===== src/hw/rtl/thumb_load_address_sequencer_defines.svh =====
// ----------------------------------------------------------------------------
// Thumb load address sequencer assertion macros
// Shared assertion forms for the load address sequencer, clocked on clk and
// disabled while rst_n is low.
// ----------------------------------------------------------------------------
`ifndef THUMB_LOAD_ADDRESS_SEQUENCER_DEFINES_SVH
`define THUMB_LOAD_ADDRESS_SEQUENCER_DEFINES_SVH

// Same-cycle implication.
`define TLAS_ASSERT_IMP(label, ante, cons) \
    label: assert property (@(posedge clk) disable iff (!rst_n) (ante) |-> (cons)) \
        else $error("load address sequencer: same-cycle check failed");

// Next-cycle implication.
`define TLAS_ASSERT_NEXT(label, ante, cons) \
    label: assert property (@(posedge clk) disable iff (!rst_n) (ante) |=> (cons)) \
        else $error("load address sequencer: next-cycle check failed");

`endif


===== src/hw/rtl/tlas_pkg.sv =====
// ----------------------------------------------------------------------------
// Thumb load address sequencer package
// Command codes, field widths and helpers shared by the sequencer files.
// ----------------------------------------------------------------------------
package tlas_pkg;

    localparam int NUM_LOW_REGS = 8;
    localparam int REG_IDX_W    = 3;
    localparam int WORD_W       = 32;
    localparam int INSTR_W      = 16;
    localparam int LIST_W       = 8;

    localparam logic [WORD_W-1:0] ALIGN_MASK = 32'hFFFF_FFFC;

    typedef logic [1:0] command_t;

    localparam command_t CMD_LDR_LIT = 2'd0;
    localparam command_t CMD_LDR_IMM = 2'd1;
    localparam command_t CMD_LDM     = 2'd2;
    localparam command_t CMD_WRITE   = 2'd3;

    typedef logic [REG_IDX_W-1:0] reg_idx_t;
    typedef logic [WORD_W-1:0]    word_t;

    // Index of the lowest set bit of a register list.
    function automatic reg_idx_t first_set(input logic [LIST_W-1:0] list);
        reg_idx_t idx;
        idx = '0;
        for (int i = LIST_W - 1; i >= 0; i--)
        begin
            if (list[i])
            begin
                idx = REG_IDX_W'(i);
            end
        end
        return idx;
    endfunction

endpackage


===== src/hw/rtl/tlas_ram.sv =====
// ----------------------------------------------------------------------------
// Generic synchronous RAM
// One write port and one read port, read data registered.
// ----------------------------------------------------------------------------
module tlas_ram #(
    parameter int WIDTH = 32,
    parameter int DEPTH = 8
) (
    input  logic                     clk,
    input  logic                     we,
    input  logic [$clog2(DEPTH)-1:0] waddr,
    input  logic [WIDTH-1:0]         wdata,
    input  logic                     re,
    input  logic [$clog2(DEPTH)-1:0] raddr,
    output logic [WIDTH-1:0]         rdata
);

    logic [WIDTH-1:0] mem [DEPTH];

    always_ff @(posedge clk)
    begin
        if (we)
        begin
            mem[waddr] <= wdata;
        end
        if (re)
        begin
            rdata <= mem[raddr];
        end
    end

endmodule


===== src/hw/rtl/thumb_load_address_sequencer.sv =====
// ----------------------------------------------------------------------------
// Thumb load address sequencer
// Turns Thumb LDR literal, LDR immediate and LDM into word read requests,
// holding R0-R7 in a small synchronous register-file RAM.
// ----------------------------------------------------------------------------
// Usage:
// Words arrive on the s_axis channel; tuser carries the command and tdata the
// instruction halfword, pc and the register-write index and data. Results
// leave on the m_axis channel, one word per read request, with tlast on the
// final word of each instruction and base writeback flagged in tuser.
// A register write goes to the RAM on acceptance and gives no result. LDR
// literal forms its address on acceptance and reaches the output register
// from the EMIT state. LDR immediate and LDM first read their base from the
// registered register-file RAM in the BASE state, then move to EMIT. LDM
// then gives one result per cycle while the receiver takes them, lowest
// listed register first; an empty list gives a single word without a read.
// The input is ready again as soon as the last result sits in the output
// register. When the receiver stalls, the output register holds its word and
// the sequencer waits. Reset empties the pipeline and marks every register as
// unwritten; an unwritten register reads as zero, so no clearing pass runs.
// ----------------------------------------------------------------------------
`include "thumb_load_address_sequencer_defines.svh"

module thumb_load_address_sequencer (
    input  logic        clk,
    input  logic        rst_n,
    input  logic        s_axis_tvalid,
    output logic        s_axis_tready,
    // [15:0] instruction, [47:16] pc, [50:48] write_index,
    // [82:51] write_data, [87:83] zero
    input  logic [87:0] s_axis_tdata,
    // [1:0] command
    input  logic [1:0]  s_axis_tuser,
    output logic        m_axis_tvalid,
    input  logic        m_axis_tready,
    // [31:0] read_address, [34:32] dest_register, [66:35] base_value,
    // [71:67] zero
    output logic [71:0] m_axis_tdata,
    // [0] read_valid, [1] base_updated
    output logic [1:0]  m_axis_tuser,
    // last
    output logic        m_axis_tlast
);

    // Sequencer states.
    localparam logic [1:0] ST_IDLE = 2'd0;
    localparam logic [1:0] ST_BASE = 2'd1;
    localparam logic [1:0] ST_EMIT = 2'd2;

    logic [1:0] state_reg, state_next;

    // Instruction context.
    tlas_pkg::command_t                cmd_reg, cmd_next;
    logic [tlas_pkg::INSTR_W-1:0]      instr_reg, instr_next;
    tlas_pkg::word_t                   addr_reg, addr_next;
    logic [tlas_pkg::LIST_W-1:0]       list_reg, list_next;

    // Written flags for the register file; an unwritten entry reads as zero.
    logic [tlas_pkg::NUM_LOW_REGS-1:0] written_reg, written_next;
    logic                              rd_ok_reg, rd_ok_next;

    // Output register.
    logic                              out_valid_reg, out_valid_next;
    tlas_pkg::word_t                   out_addr_reg, out_addr_next;
    tlas_pkg::reg_idx_t                out_dest_reg, out_dest_next;
    logic                              out_rv_reg, out_rv_next;
    logic                              out_last_reg, out_last_next;
    logic                              out_upd_reg, out_upd_next;
    tlas_pkg::word_t                   out_base_reg, out_base_next;

    // Input fields.
    tlas_pkg::command_t           in_cmd;
    logic [tlas_pkg::INSTR_W-1:0] in_instr;
    tlas_pkg::word_t              in_pc;
    tlas_pkg::reg_idx_t           in_widx;
    tlas_pkg::word_t              in_wdata;

    // RAM ports.
    logic               ram_we;
    tlas_pkg::reg_idx_t ram_waddr;
    tlas_pkg::word_t    ram_wdata;
    logic               ram_re;
    tlas_pkg::reg_idx_t ram_raddr;
    tlas_pkg::word_t    ram_rdata;

    logic               s_accept;
    logic               load;
    tlas_pkg::word_t    base_word;
    tlas_pkg::reg_idx_t ldm_rn;
    logic               ldm_wback;
    logic               ldm_single;

    assign in_cmd   = s_axis_tuser;
    assign in_instr = s_axis_tdata[15:0];
    assign in_pc    = s_axis_tdata[47:16];
    assign in_widx  = s_axis_tdata[50:48];
    assign in_wdata = s_axis_tdata[82:51];

    assign s_axis_tready = (state_reg == ST_IDLE);
    assign s_accept      = s_axis_tvalid && s_axis_tready;

    // A new result may enter the output register when it is empty or draining.
    assign load = (state_reg == ST_EMIT) && (!out_valid_reg || m_axis_tready);

    assign base_word  = rd_ok_reg ? ram_rdata : '0;
    assign ldm_rn     = instr_reg[10:8];
    assign ldm_wback  = !instr_reg[ldm_rn];
    assign ldm_single = ((list_reg & (list_reg - 8'd1)) == '0);

    // The base register is read on the accepting edge, so its data is ready
    // in the following cycle. Writes and reads never overlap: a register write
    // is a word of its own, and LDM writes back only after its read is done.
    assign ram_re    = s_accept && ((in_cmd == tlas_pkg::CMD_LDR_IMM) ||
                                    (in_cmd == tlas_pkg::CMD_LDM));
    assign ram_raddr = (in_cmd == tlas_pkg::CMD_LDR_IMM) ? in_instr[5:3] : in_instr[10:8];

    tlas_ram #(
        .WIDTH (tlas_pkg::WORD_W),
        .DEPTH (tlas_pkg::NUM_LOW_REGS)
    ) u_regfile (
        .clk   (clk),
        .we    (ram_we),
        .waddr (ram_waddr),
        .wdata (ram_wdata),
        .re    (ram_re),
        .raddr (ram_raddr),
        .rdata (ram_rdata)
    );

    always_comb
    begin
        state_next     = state_reg;
        cmd_next       = cmd_reg;
        instr_next     = instr_reg;
        addr_next      = addr_reg;
        list_next      = list_reg;
        written_next   = written_reg;
        rd_ok_next     = rd_ok_reg;
        out_valid_next = m_axis_tready ? 1'b0 : out_valid_reg;
        out_addr_next  = out_addr_reg;
        out_dest_next  = out_dest_reg;
        out_rv_next    = out_rv_reg;
        out_last_next  = out_last_reg;
        out_upd_next   = out_upd_reg;
        out_base_next  = out_base_reg;
        ram_we         = 1'b0;
        ram_waddr      = in_widx;
        ram_wdata      = in_wdata;

        case (state_reg)
            ST_IDLE:
            begin
                if (s_accept)
                begin
                    cmd_next   = in_cmd;
                    instr_next = in_instr;
                    rd_ok_next = written_reg[ram_raddr];
                    case (in_cmd)
                        tlas_pkg::CMD_LDR_LIT:
                        begin
                            addr_next  = ((in_pc + 32'd2) & tlas_pkg::ALIGN_MASK)
                                       + {22'd0, in_instr[7:0], 2'b00};
                            state_next = ST_EMIT;
                        end
                        tlas_pkg::CMD_LDR_IMM, tlas_pkg::CMD_LDM:
                        begin
                            state_next = ST_BASE;
                        end
                        default:
                        begin
                            ram_we = 1'b1;
                        end
                    endcase
                end
            end

            ST_BASE:
            begin
                if (cmd_reg == tlas_pkg::CMD_LDR_IMM)
                begin
                    addr_next = base_word + {25'd0, instr_reg[10:6], 2'b00};
                end
                else
                begin
                    addr_next = base_word;
                end
                list_next  = instr_reg[7:0];
                state_next = ST_EMIT;
            end

            ST_EMIT:
            begin
                if (load)
                begin
                    out_valid_next = 1'b1;
                    out_addr_next  = addr_reg;
                    out_rv_next    = 1'b1;
                    out_last_next  = 1'b1;
                    out_upd_next   = 1'b0;
                    out_base_next  = '0;
                    ram_waddr      = ldm_rn;
                    if (cmd_reg == tlas_pkg::CMD_LDR_LIT)
                    begin
                        out_dest_next = instr_reg[10:8];
                        state_next    = ST_IDLE;
                    end
                    else if (cmd_reg == tlas_pkg::CMD_LDR_IMM)
                    begin
                        out_dest_next = instr_reg[2:0];
                        state_next    = ST_IDLE;
                    end
                    else if (list_reg == '0)
                    begin
                        // Empty list: no read, the base is rewritten unchanged.
                        out_addr_next = '0;
                        out_dest_next = '0;
                        out_rv_next   = 1'b0;
                        out_upd_next  = 1'b1;
                        out_base_next = addr_reg;
                        ram_we        = 1'b1;
                        ram_wdata     = addr_reg;
                        state_next    = ST_IDLE;
                    end
                    else
                    begin
                        // One listed register per cycle while the output can take it, lowest first.
                        out_dest_next = tlas_pkg::first_set(list_reg);
                        out_last_next = ldm_single;
                        list_next     = list_reg & (list_reg - 8'd1);
                        addr_next     = addr_reg + 32'd4;
                        if (ldm_single)
                        begin
                            state_next = ST_IDLE;
                            if (ldm_wback)
                            begin
                                out_upd_next  = 1'b1;
                                out_base_next = addr_reg + 32'd4;
                                ram_we        = 1'b1;
                                ram_wdata     = addr_reg + 32'd4;
                            end
                        end
                    end
                end
            end

            default:
            begin
                state_next = ST_IDLE;
            end
        endcase

        if (ram_we)
        begin
            written_next[ram_waddr] = 1'b1;
        end
    end

    always_ff @(posedge clk or negedge rst_n)
    begin
        if (!rst_n)
        begin
            state_reg     <= ST_IDLE;
            written_reg   <= '0;
            out_valid_reg <= 1'b0;
        end
        else
        begin
            state_reg     <= state_next;
            written_reg   <= written_next;
            out_valid_reg <= out_valid_next;
        end
    end

    always_ff @(posedge clk)
    begin
        cmd_reg      <= cmd_next;
        instr_reg    <= instr_next;
        addr_reg     <= addr_next;
        list_reg     <= list_next;
        rd_ok_reg    <= rd_ok_next;
        out_addr_reg <= out_addr_next;
        out_dest_reg <= out_dest_next;
        out_rv_reg   <= out_rv_next;
        out_last_reg <= out_last_next;
        out_upd_reg  <= out_upd_next;
        out_base_reg <= out_base_next;
    end

    assign m_axis_tvalid = out_valid_reg;
    assign m_axis_tdata  = {5'd0, out_base_reg, out_dest_reg, out_addr_reg};
    assign m_axis_tuser  = {out_upd_reg, out_rv_reg};
    assign m_axis_tlast  = out_last_reg;

    // The base lookup state is always followed directly by the emit state.
    `TLAS_ASSERT_NEXT(a_base_one_cycle, state_reg == ST_BASE, state_reg == ST_EMIT)
    // Base writeback is only ever reported on the final word.
    `TLAS_ASSERT_IMP(a_upd_on_last, m_axis_tvalid && m_axis_tuser[1], m_axis_tlast)
    // A word without a read request is the single word of an empty LDM.
    `TLAS_ASSERT_IMP(a_noread_is_empty_ldm, m_axis_tvalid && !m_axis_tuser[0],
                     m_axis_tlast && m_axis_tuser[1])
    // The register file is written only by a register write or a final LDM word.
    `TLAS_ASSERT_IMP(a_ram_write_source, ram_we,
                     (s_accept && (in_cmd == tlas_pkg::CMD_WRITE)) || (load && out_last_next))

endmodule

===== config.mk =====
export PLATFORM = sky130hd
export DESIGN_NAME = thumb_load_address_sequencer
export DESIGN_NICKNAME = d
export VERILOG_FILES = /design/src/hw/rtl/tlas_pkg.sv /design/src/hw/rtl/tlas_ram.sv /design/src/hw/rtl/thumb_load_address_sequencer.sv
export VERILOG_INCLUDE_DIRS = /design/src /design/src/hw/rtl
export SDC_FILE = /design/constraint.sdc
export NUM_CORES = 1
export LEC_CHECK = 0
export BUFFER_PORTS_ARGS = -buffer_cell sky130_fd_sc_hd__buf_4
export CAP_MARGIN = 20
export CORE_MARGIN = 2
export CORE_UTILIZATION = 55
export CTS_CLUSTER_SIZE = 28
export DETAILED_ROUTE_END_ITERATION = 16
export PLACE_DENSITY = 0.77
export SYNTH_ARGS = -nofsm -noshare
export SYNTH_HDL_FRONTEND = slang
export SYNTH_HIERARCHICAL = 1
export SYNTH_SLANG_ARGS = --single-unit

===== constraint.sdc =====
create_clock -name clk -period 11.45 [get_ports clk]
set_clock_uncertainty 0.05 [all_clocks]
set_input_delay 0.5725 -clock clk [delete_from_list [all_inputs] [get_ports clk]]
set_output_delay 0.5725 -clock clk [all_outputs]
set_load 0.02 [all_outputs]

Yosys cells after proc, flatten, opt, wreduce, memory -nomap -nowiden
Memories as Yosys holds them, arrays and structs flattened. A register that Yosys moved wholly into a read port is not among the register bits.
Cells that the tools add are included.
{ "word_totals": {"regBits": 135, "mem_bits_rw": 256, "input_bits": 94, "out_inout_bits": 77, "memories": 1} }
{ "op_classes": {"n_addsub": 5, "n_lt_le_gt_ge": 4, "eq_ne": 13, "n_mux": 70, "n_bitwise": 2, "n_reduce_logical": 23} }
{ "memory_table": {"columns": ["name", "words", "width", "rd", "rd_clocked_by_memory_dff", "wr", "line_no", "rtl"], "rows": [
  ["u_regfile.mem", 8, 32, 1, 1, 1, "tlas_ram.sv:18", "logic [WIDTH-1:0] mem [DEPTH];"]
]} }
{ "op_table": {"columns": ["op", "n"], "rows": [
  ["two-way mux 32 bit", 21],
  ["one-hot mux 32 bit (3 select lines)", 1],
  ["two-way mux 3 bit", 14],
  ["adder 32 x 10 -> 32 bit", 1],
  ["adder 32 x 2 -> 32 bit, second input constant", 1],
  ["adder 32 x 3 -> 32 bit, second input constant", 1],
  ["adder 32 x 7 -> 32 bit", 1],
  ["two-way mux 8 bit", 4],
  ["two-way mux 1 bit", 17],
  ["zero test 8 bit", 2],
  ["one-hot mux 8 bit (2 select lines)", 1],
  ["two-way mux 2 bit", 6],
  ["bitwise AND 8 bit", 1],
  ["less-than comparator 3 x 4 -> 1 bit, second input constant", 2],
  ["!= test 2 bit, second input constant", 4],
  ["bitwise OR 8 bit", 1],
  ["subtractor 8 x 1 -> 8 bit, second input constant", 1],
  ["AND reduction 7 bit", 1],
  ["binary-select mux 1 bit (select 3 bit)", 2],
  ["== test 2 x 1 -> 1 bit, second input constant", 3],
  ["zero test 2 bit", 3],
  ["one-hot mux 2 bit (3 select lines)", 1],
  ["OR reduction 3 bit", 2],
  ["less-than comparator 3 x 5 -> 1 bit, second input constant", 1],
  ["other kinds (17)", 25]
]} }

Longest topological paths before layout
Gate-level depths: netlist of the first run.
{ "depth": {"depth_word": 11, "depth_mapped": 14, "depth_no_buf": 13} }

Hierarchy
Netlist of the first run, hierarchy kept.
{ "modules_own_cells": {"columns": ["mod", "n_inst", "cells_per_inst", "area_per_inst_um2"], "rows": [
  ["tlas_ram", 1, 415, 10786.6],
  ["thumb_load_address_sequencer", 1, 1114, 10117.2]
]} }

Worst setup path after synthesis of the first run
Ideal clock, no wire load.
{ "synth_timing": {"path_kind": "reg2reg", "startpoint": "register list_reg[0] (netlist bit)", "endpoint": "memory u_regfile.mem[0][0] (enable)", "setup_ns": 0.461, "arrival_time_ns": 4.448, "slack_ns": 6.491, "stages_incl_launch_ff": 11, "n_path_buf": 1, "period_less_slack_ns": 4.959, "path_cell_list": "edfxtp_1 > or3_1 > or3_1 > o22a_1 > a21oi_1 > and3_1 > o21ai_1 > clkbuf_1 > nand2_1 > nand2b_1 > nor3_1"} }
{ "synth_between": {"elab_chain_cells": 11} }
{ "synth_rtl": {"columns": ["element", "line_no", "rtl"], "rows": [
  ["from (decl)", "thumb_load_address_sequencer.sv:56", "logic [tlas_pkg::LIST_W-1:0] list_reg, list_next;"],
  ["from (signal assigned)", "thumb_load_address_sequencer.sv:279", "list_reg <= list_next;"],
  ["subtractor 8 x 1 -> 8 bit", "thumb_load_address_sequencer.sv:108", "assign ldm_single = ((list_reg & (list_reg - 8'd1)) == '0);"],
  ["bitwise AND 8 bit", "thumb_load_address_sequencer.sv:108", null],
  ["zero test 8 bit", "thumb_load_address_sequencer.sv:108", null],
  ["two-way mux 1 bit", "thumb_load_address_sequencer.sv:231", "if (ldm_single)"],
  ["two-way mux 1 bit *", "thumb_load_address_sequencer.sv:212", "else if (list_reg == '0)"],
  ["two-way mux 1 bit *", "thumb_load_address_sequencer.sv:207", "else if (cmd_reg == tlas_pkg::CMD_LDR_IMM)"],
  ["two-way mux 1 bit *", "thumb_load_address_sequencer.sv:202", "if (cmd_reg == tlas_pkg::CMD_LDR_LIT)"],
  ["two-way mux 1 bit *", "thumb_load_address_sequencer.sv:193", "if (load)"],
  ["one-hot mux 1 bit (2 select lines) *", "thumb_load_address_sequencer.sv:150", "case (state_reg)"],
  ["net ram_we", "thumb_load_address_sequencer.sv:79", "logic ram_we;"],
  ["two-way mux 1 bit *", "tlas_ram.sv:22", "if (we)"],
  ["two-way mux 1 bit (implied by the code) *", "tlas_ram.sv:24", "mem[waddr] <= wdata;"],
  ["to (decl)", "tlas_ram.sv:18", null]
]} }
Mark *: on every way through the listed nets, which the timed path passes. The rest lies on a longest branch.

Final worst setup path of the first run
{ "layout_timing": {"startpoint": "register list_reg[6] (netlist bit)", "endpoint": "memory u_regfile.mem[4][11] (data pin)"} }
{ "layout_between": {"elab_chain_cells": 9} }
{ "layout_rtl": {"columns": ["element", "line_no", "rtl"], "rows": [
  ["subtractor 8 x 1 -> 8 bit", "thumb_load_address_sequencer.sv:108", null],
  ["bitwise AND 8 bit", "thumb_load_address_sequencer.sv:108", null],
  ["zero test 8 bit", "thumb_load_address_sequencer.sv:108", null],
  ["two-way mux 32 bit", "thumb_load_address_sequencer.sv:231", null],
  ["two-way mux 32 bit *", "thumb_load_address_sequencer.sv:212", null],
  ["two-way mux 32 bit *", "thumb_load_address_sequencer.sv:207", null],
  ["two-way mux 32 bit *", "thumb_load_address_sequencer.sv:202", null],
  ["two-way mux 32 bit *", "thumb_load_address_sequencer.sv:193", null],
  ["two-way mux 32 bit *", "thumb_load_address_sequencer.sv:150", null],
  ["net ram_wdata[11]", "thumb_load_address_sequencer.sv:81", "tlas_pkg::word_t ram_wdata;"]
]} }
Marked as above.

==> run summary, run 1 <==
slowest stage delay, CP -> 1070 ps
largest reg by FF count -> u_regfile/mem
Max Freq -> 0.2049 GHz
share of layout cells above drive strength 1 -> 20.02%
Synth area leaders -> edfxtp_1 (59%), mux4_1 (5.0%), mux4_2 (2.8%)
Synth top area share -> 59.18%
Max Fanout on Critical Path -> 18
CP delay by family, top -> simple AND/OR/NAND/NOR gates
core area -> 37580 µm²
status -> finished, final reports clean
Yosys cell types -> 80
final worst path period need -> 4880 ps
Post-synth EDFFs -> 412
Setup crit start kind -> flop
total gr overflow -> 0
HPWL after DPL -> 33980 µm
setup_tns -> 0 ps
CTS tree -> done
period utilization -> 42.62%
CP Class -> flop to flop
Routed WL -> 52940 µm
commonest non-fill, non-tap cell in the layout -> edfxtp_1
Worst VDD drop -> 142.1 µV
top_reg_cell synth -> edfxtp_1
row count -> 71
die width -> 199.0 µm
port bufs -> 154
# DRC -> 0
CP Buf/Inv Count -> 0
Final Hold Fails -> 0
fill count -> 2671
clk_lat worst skew -> 570 ps
ant diodes -> 0
number of global-route vias before repair -> 13600
Final Max Tran Viols -> 0
Final setup viols -> 0
sequential share of the synthesized area -> 60.50%
cell taking the most area after synthesis -> edfxtp_1
antenna viol nets, final -> 0
hold depth -> 1
critical path depth in cells -> 8
post-synthesis cell area -> 20900 µm²
Setup WS post-layout -> 6570 ps
worst slew pin tran -> 1080 ps
largest net degree at the start of global routing -> 71
H-tree depth -> 2
die area -> 39580 µm²
Vias -> 14050
Worst EP required -> 11660 ps
CP most frequent cell -> or3_1
Sink Count -> 423
warnings from Yosys -> 6
CP Capture Type -> flop
Die Span Y -> 199.0 µm
reg2reg path depth -> 8
Clock Tree Buf Depth -> 3
max_cap viols -> 0
drt pass-1 iters -> 8
Min-Delay Path Class -> input pin to flop
RSZ-0062 raised after global routing -> false
critical path's slowest cell -> nor2_1
Critical Path AT -> 5090 ps
Post-synth ARST share -> 2.600%
Largest register FFs -> 256
multi-input logic area -> 7740 µm²
Leakage Power -> 0.008261 µW
first-pass GRT wire length -> 78670 µm
Area Growth Syn to Fin -> 14.20%
CP Cell Sequence -> or3_1 -> or3_1 -> o22a_1 -> a21oi_1 -> nand3_1 -> nor2_1 -> a2bb2oi_1 -> o21ai_0
GRT Util Overall -> 26.69%
final net count -> 1786
Post-Syn Area per Cell -> 13.67 µm²
Via-to-Cell Ratio -> 6.361
clock slew at reported path FFs -> 60 ps
Root Driver -> clkbuf_16
routed length per placed instance -> 23.97 µm
commonest non-fill, non-tap cells in the layout -> edfxtp_1 (412), buf_4 (177), nand2_1 (98), a21oi_1 (94), nor2_1 (74)
initial antenna violation count -> 1
DP Worst Slack -> 6725 ps
Initial Utilization -> 55.63%
Final Wtd Congestion -> 0.9176
Num CTS Buffers -> 41
Post-Syn Instances -> 1529
Seq cells post-synth -> 423
I/O Pins -> 171
sequential cell area -> 12650 µm²
cell area power density -> 206.5 nW/µm²
detailed router's first-iteration violation count -> 1879
worst rel slew slack -> 27.22%
[synthesized netlist by cell type (20+ instances only)]
library cell	count
mux4_1	40
mux2_2	37
and2_1	45
xor2_1	40
nor2b_1	20
nor2_1	80
a21oi_1	95
ha_1	23
edfxtp_1	412
mux4_2	26
xnor2_1	61
nand3_1	49
nor3_1	37
nand2_1	98
nand4_1	26
o21ai_0	45
clkbuf_1	54
inv_1	38
[per-layer routing]
| layer | vias up | global-route usage [%] | routed length (µm) |
|---|---|---|---|
| met4 | 0 | 9.812 | 1738 |
| met5 | - | 0 | 0 |
| li1 | 6211 | - | - |
| met3 | 129 | 5.256 | 5190 |
| met1 | 6896 | 36.59 | 20930 |
| met2 | 815 | 42.66 | 25090 |
[timing repair]
action	CTS	global route
endpoints found under the hold margin	11	0
hold buffers	1	0
setup buffers	0	0
gates resized for setup	0	0
[final timing paths]
path | end | startpoint | slack (ps)
worst max-delay path | u_regfile/mem[4][11] | list_reg[6] | 6570
worst min-delay path | instr_reg[9] | s_axis_tdata[9] | 150
worst max register to register | u_regfile/mem[4][11] | list_reg[6] | 6570
worst min register to register | written_reg[2] | written_reg[2] | 400
max in group asynchronous | state_reg[0] | rst_n | 10860
min in group asynchronous | written_reg[0] | rst_n | 330
[cells by family after synthesis]
logic type      share of synthesized area (%)
simple gates                            11.41
flops                                   60.50
compound gates                          9.020
buf+inv                                 2.753
mux                                     10.44
xor+xnor                                4.232
fa+ha+maj                               1.616
other cells                           0.01794
[where the power goes]
part / internal, µW / total [µW] / switching [µW] / leakage, µW
sequential: 2060 / 2280 / 216 / 0.00390
clock: 740 / 1330 / 589 / 0.000645
combinational: 486 / 1320 / 835 / 0.00371
total: 3290 / 4930 / 1640 / 0.00826
[cell type report]
| cell class | count | share of cell area, % |
|---|---|---|
| clock buffer | 46 | 4.418 |
| clock inverter | 28 | 1.132 |
| inverter | 39 | 0.6185 |
| multi-input combinational | 982 | 32.42 |
| sequential | 423 | 52.98 |
| tap | 511 | 2.678 |
| timing repair buffer | 180 | 5.755 |
[stage by stage]
stage / total power (µW) / util [%] / cell area [µm²] / instances / hold WS (ps)
6_report: 4930 / 63.53 / 23870 / 2209 / 145.0
5_1_grt: 5123 / 63.53 / 23870 / 2209 / 128.4
4_1_cts: 4922 / 63.44 / 23840 / 2207 / 130.4
3_5_place_dp: 3595 / 59.88 / 22500 / 2132 / 371.0
3_3_place_gp: 3558 / 59.88 / 22500 / 2132 / 366.2
2_1_floorplan: 3113 / - / 20920 / 1533 / 226.9
(Power assumes the default switching activity.)
==> inputs of run 2 (changes only) <==
--- a/config.mk
+++ b/config.mk
@@ -12,7 +12,7 @@
 export CORE_UTILIZATION = 55
 export CTS_CLUSTER_SIZE = 28
 export DETAILED_ROUTE_END_ITERATION = 16
-export PLACE_DENSITY = 0.77
+export PLACE_DENSITY = 0.8
 export SYNTH_ARGS = -nofsm -noshare
 export SYNTH_HDL_FRONTEND = slang
 export SYNTH_HIERARCHICAL = 1
==> constraint.sdc (replaced) <==
create_clock -name clk -period 4.3 [get_ports clk]
set_clock_uncertainty 0.05 [all_clocks]
set_input_delay 0.215 -clock clk [delete_from_list [all_inputs] [get_ports clk]]
set_output_delay 0.215 -clock clk [all_outputs]
set_load 0.02 [all_outputs]
==> run summary, run 2 (synthesized netlist as in run 1, its figures left out) <==
status -> finished, final reports clean
DP Cell Count -> 2145
first-pass GRT wire length -> 80690 µm
Setup WS post-layout -> 466.5 ps
clock slew at reported path FFs -> 60 ps
CP Class -> flop to flop
worst slew pin tran -> 1068 ps
port bufs -> 154
Max Fanout on Critical Path -> 23
RR Startpoint -> list_reg[0]
# DRC -> 0
core area -> 37580 µm²
HPWL after DPL -> 34640 µm
slowest stage delay, CP -> 510 ps
Critical Path AT -> 4040 ps
largest net degree at the start of global routing -> 71
critical path's slowest cell -> a21oi_1
die area -> 39580 µm²
initial antenna violation count -> 0
DP Worst Slack -> 590.8 ps
Final Max Tran Viols -> 0
worst rel slew slack -> 28.39%
period utilization -> 89.15%
Worst EP required -> 4500 ps
detailed router's first-iteration violation count -> 1782
CTS tree -> done
Setup crit start kind -> flop
Worst VDD drop -> 452.8 µV
Routed WL -> 53770 µm
H-tree depth -> 2
Via-to-Cell Ratio -> 6.337
Min-Delay Path Class -> input pin to flop
cell area power density -> 547.4 nW/µm²
worst hold endpoint -> addr_reg[22]
ant diodes -> 0
routed length per placed instance -> 24.06 µm
hold slack -> 54.02 ps
post-CTS resize count -> 0
number of global-route vias before repair -> 13700
final worst path period need -> 3833 ps
Clock Tree Buf Depth -> 3
Max Freq -> 0.2609 GHz
largest reg by FF count -> u_regfile/mem
total gr overflow -> 0
final net count -> 1812
Final Wtd Congestion -> 0.9100
drt pass-1 iters -> 5
CP Capture Type -> flop
Initial Utilization -> 55.63%
Final setup viols -> 0
Num CTS Buffers -> 41
Root Driver -> clkbuf_16
min-delay src -> s_axis_tdata[38]
Largest register FFs -> 256
hold depth -> 3
Die Span Y -> 199.0 µm
GRT Util Overall -> 27.35%
row count -> 71
reg2reg setup slack -> 470 ps
die width -> 199.0 µm
Leakage Power -> 0.008361 µW
clk_lat worst skew -> 550 ps
commonest non-fill, non-tap cells in the layout -> edfxtp_1 (412), buf_4 (189), nand2_1 (98), a21oi_1 (94), nor2_1 (74)
share of layout cells above drive strength 1 -> 20.30%
Area Growth Syn to Fin -> 15.28%
setup_tns -> 0 ps
Vias -> 14160
RR Endpoint -> u_regfile/mem[4][23]
reg2reg path depth -> 10
I/O Pins -> 171
max_cap viols -> 0
final std cells w/o fill -> 2235
RSZ-0062 raised after global routing -> false
CP Cell Sequence -> or3_1 -> or3_1 -> o22a_1 -> a21oi_1 -> nand3_1 -> buf_4 -> a21oi_2 -> buf_4 -> nor2_1 -> a21oi_1
Sink Count -> 423
commonest non-fill, non-tap cell in the layout -> edfxtp_1
Final Hold Fails -> 0
antenna viol nets, final -> 0
Pwr Total -> 13190 µW
==> run 2: changes by cell type in the layout (fill, tap and decap cells not counted), sizes merged <==
cell	change
dlygate4sd3	+15
buf	+12
clkinv	-11
inv	+5
clkinvlp	+3
bufinv	+1
clkbuf	+1
==> run 2: where the power goes <==
| part | switching, µW | total, µW | internal, µW |
|---|---|---|---|
| clock network | 1540 | 3540 | 2010 |
| logic | 2260 | 3580 | 1320 |
| registers | 571 | 6070 | 5500 |
==> run 2: cell type report <==
type                    count  area [µm²]
fillers                  2624       13480
flip-flops and latches    423       12650
multi-input cells         982        7761
repair buffers            206        1599
clock buffers              48        1052
well taps                 511       639.4
clock inverters            26       252.7
inverters                  39       146.4
==> run 2: worst max-delay path by stage <==
stage	start	endpoint	slack, ps
after floorplan	list_reg[0]	u_regfile/mem[1][0]	200
after global placement	s_axis_tdata[17]	addr_reg[30]	670
after detailed placement	s_axis_tdata[17]	addr_reg[26]	590
after CTS	list_reg[6]	u_regfile/mem[4][17]	570
after global routing	list_reg[0]	u_regfile/mem[4][23]	280
final	list_reg[0]	u_regfile/mem[4][23]	470
==> run 2: metal layers <==
| layer | wire length [µm] | share of wire [%] | global-route usage [%] |
|---|---|---|---|
| met1 | 21650 | 40 | 37.14 |
| met2 | 25470 | 47 | 44.52 |
| met3 | 4510 | 8.4 | 4.086 |
| met4 | 2139 | 4.0 | 11.36 |
| met5 | 0 | 0 | 0 |
==> run 2: critical path: cells and delay by family (launching register included) <==
kind	cells	cell delay [ps]
compound gates	4	1130
simple gates	4	1160
buf+inv	2	700
flops	1	480
==> run 2: timing repair <==
item / in CTS / in global routing
setup endpoints to repair: 0 / 0
setup buffers: 0 / 0
endpoints found under the hold margin: 25 / 0
hold buffers: 16 / 0
==> run 2: per-stage QoR <==
stage	area, µm²	utilization (%)
after floorplan	20940	-
after global placement	22630	60.23
after detailed placement	22630	60.23
after CTS	24100	64.13
after global routing	24100	64.13
final	24100	64.13
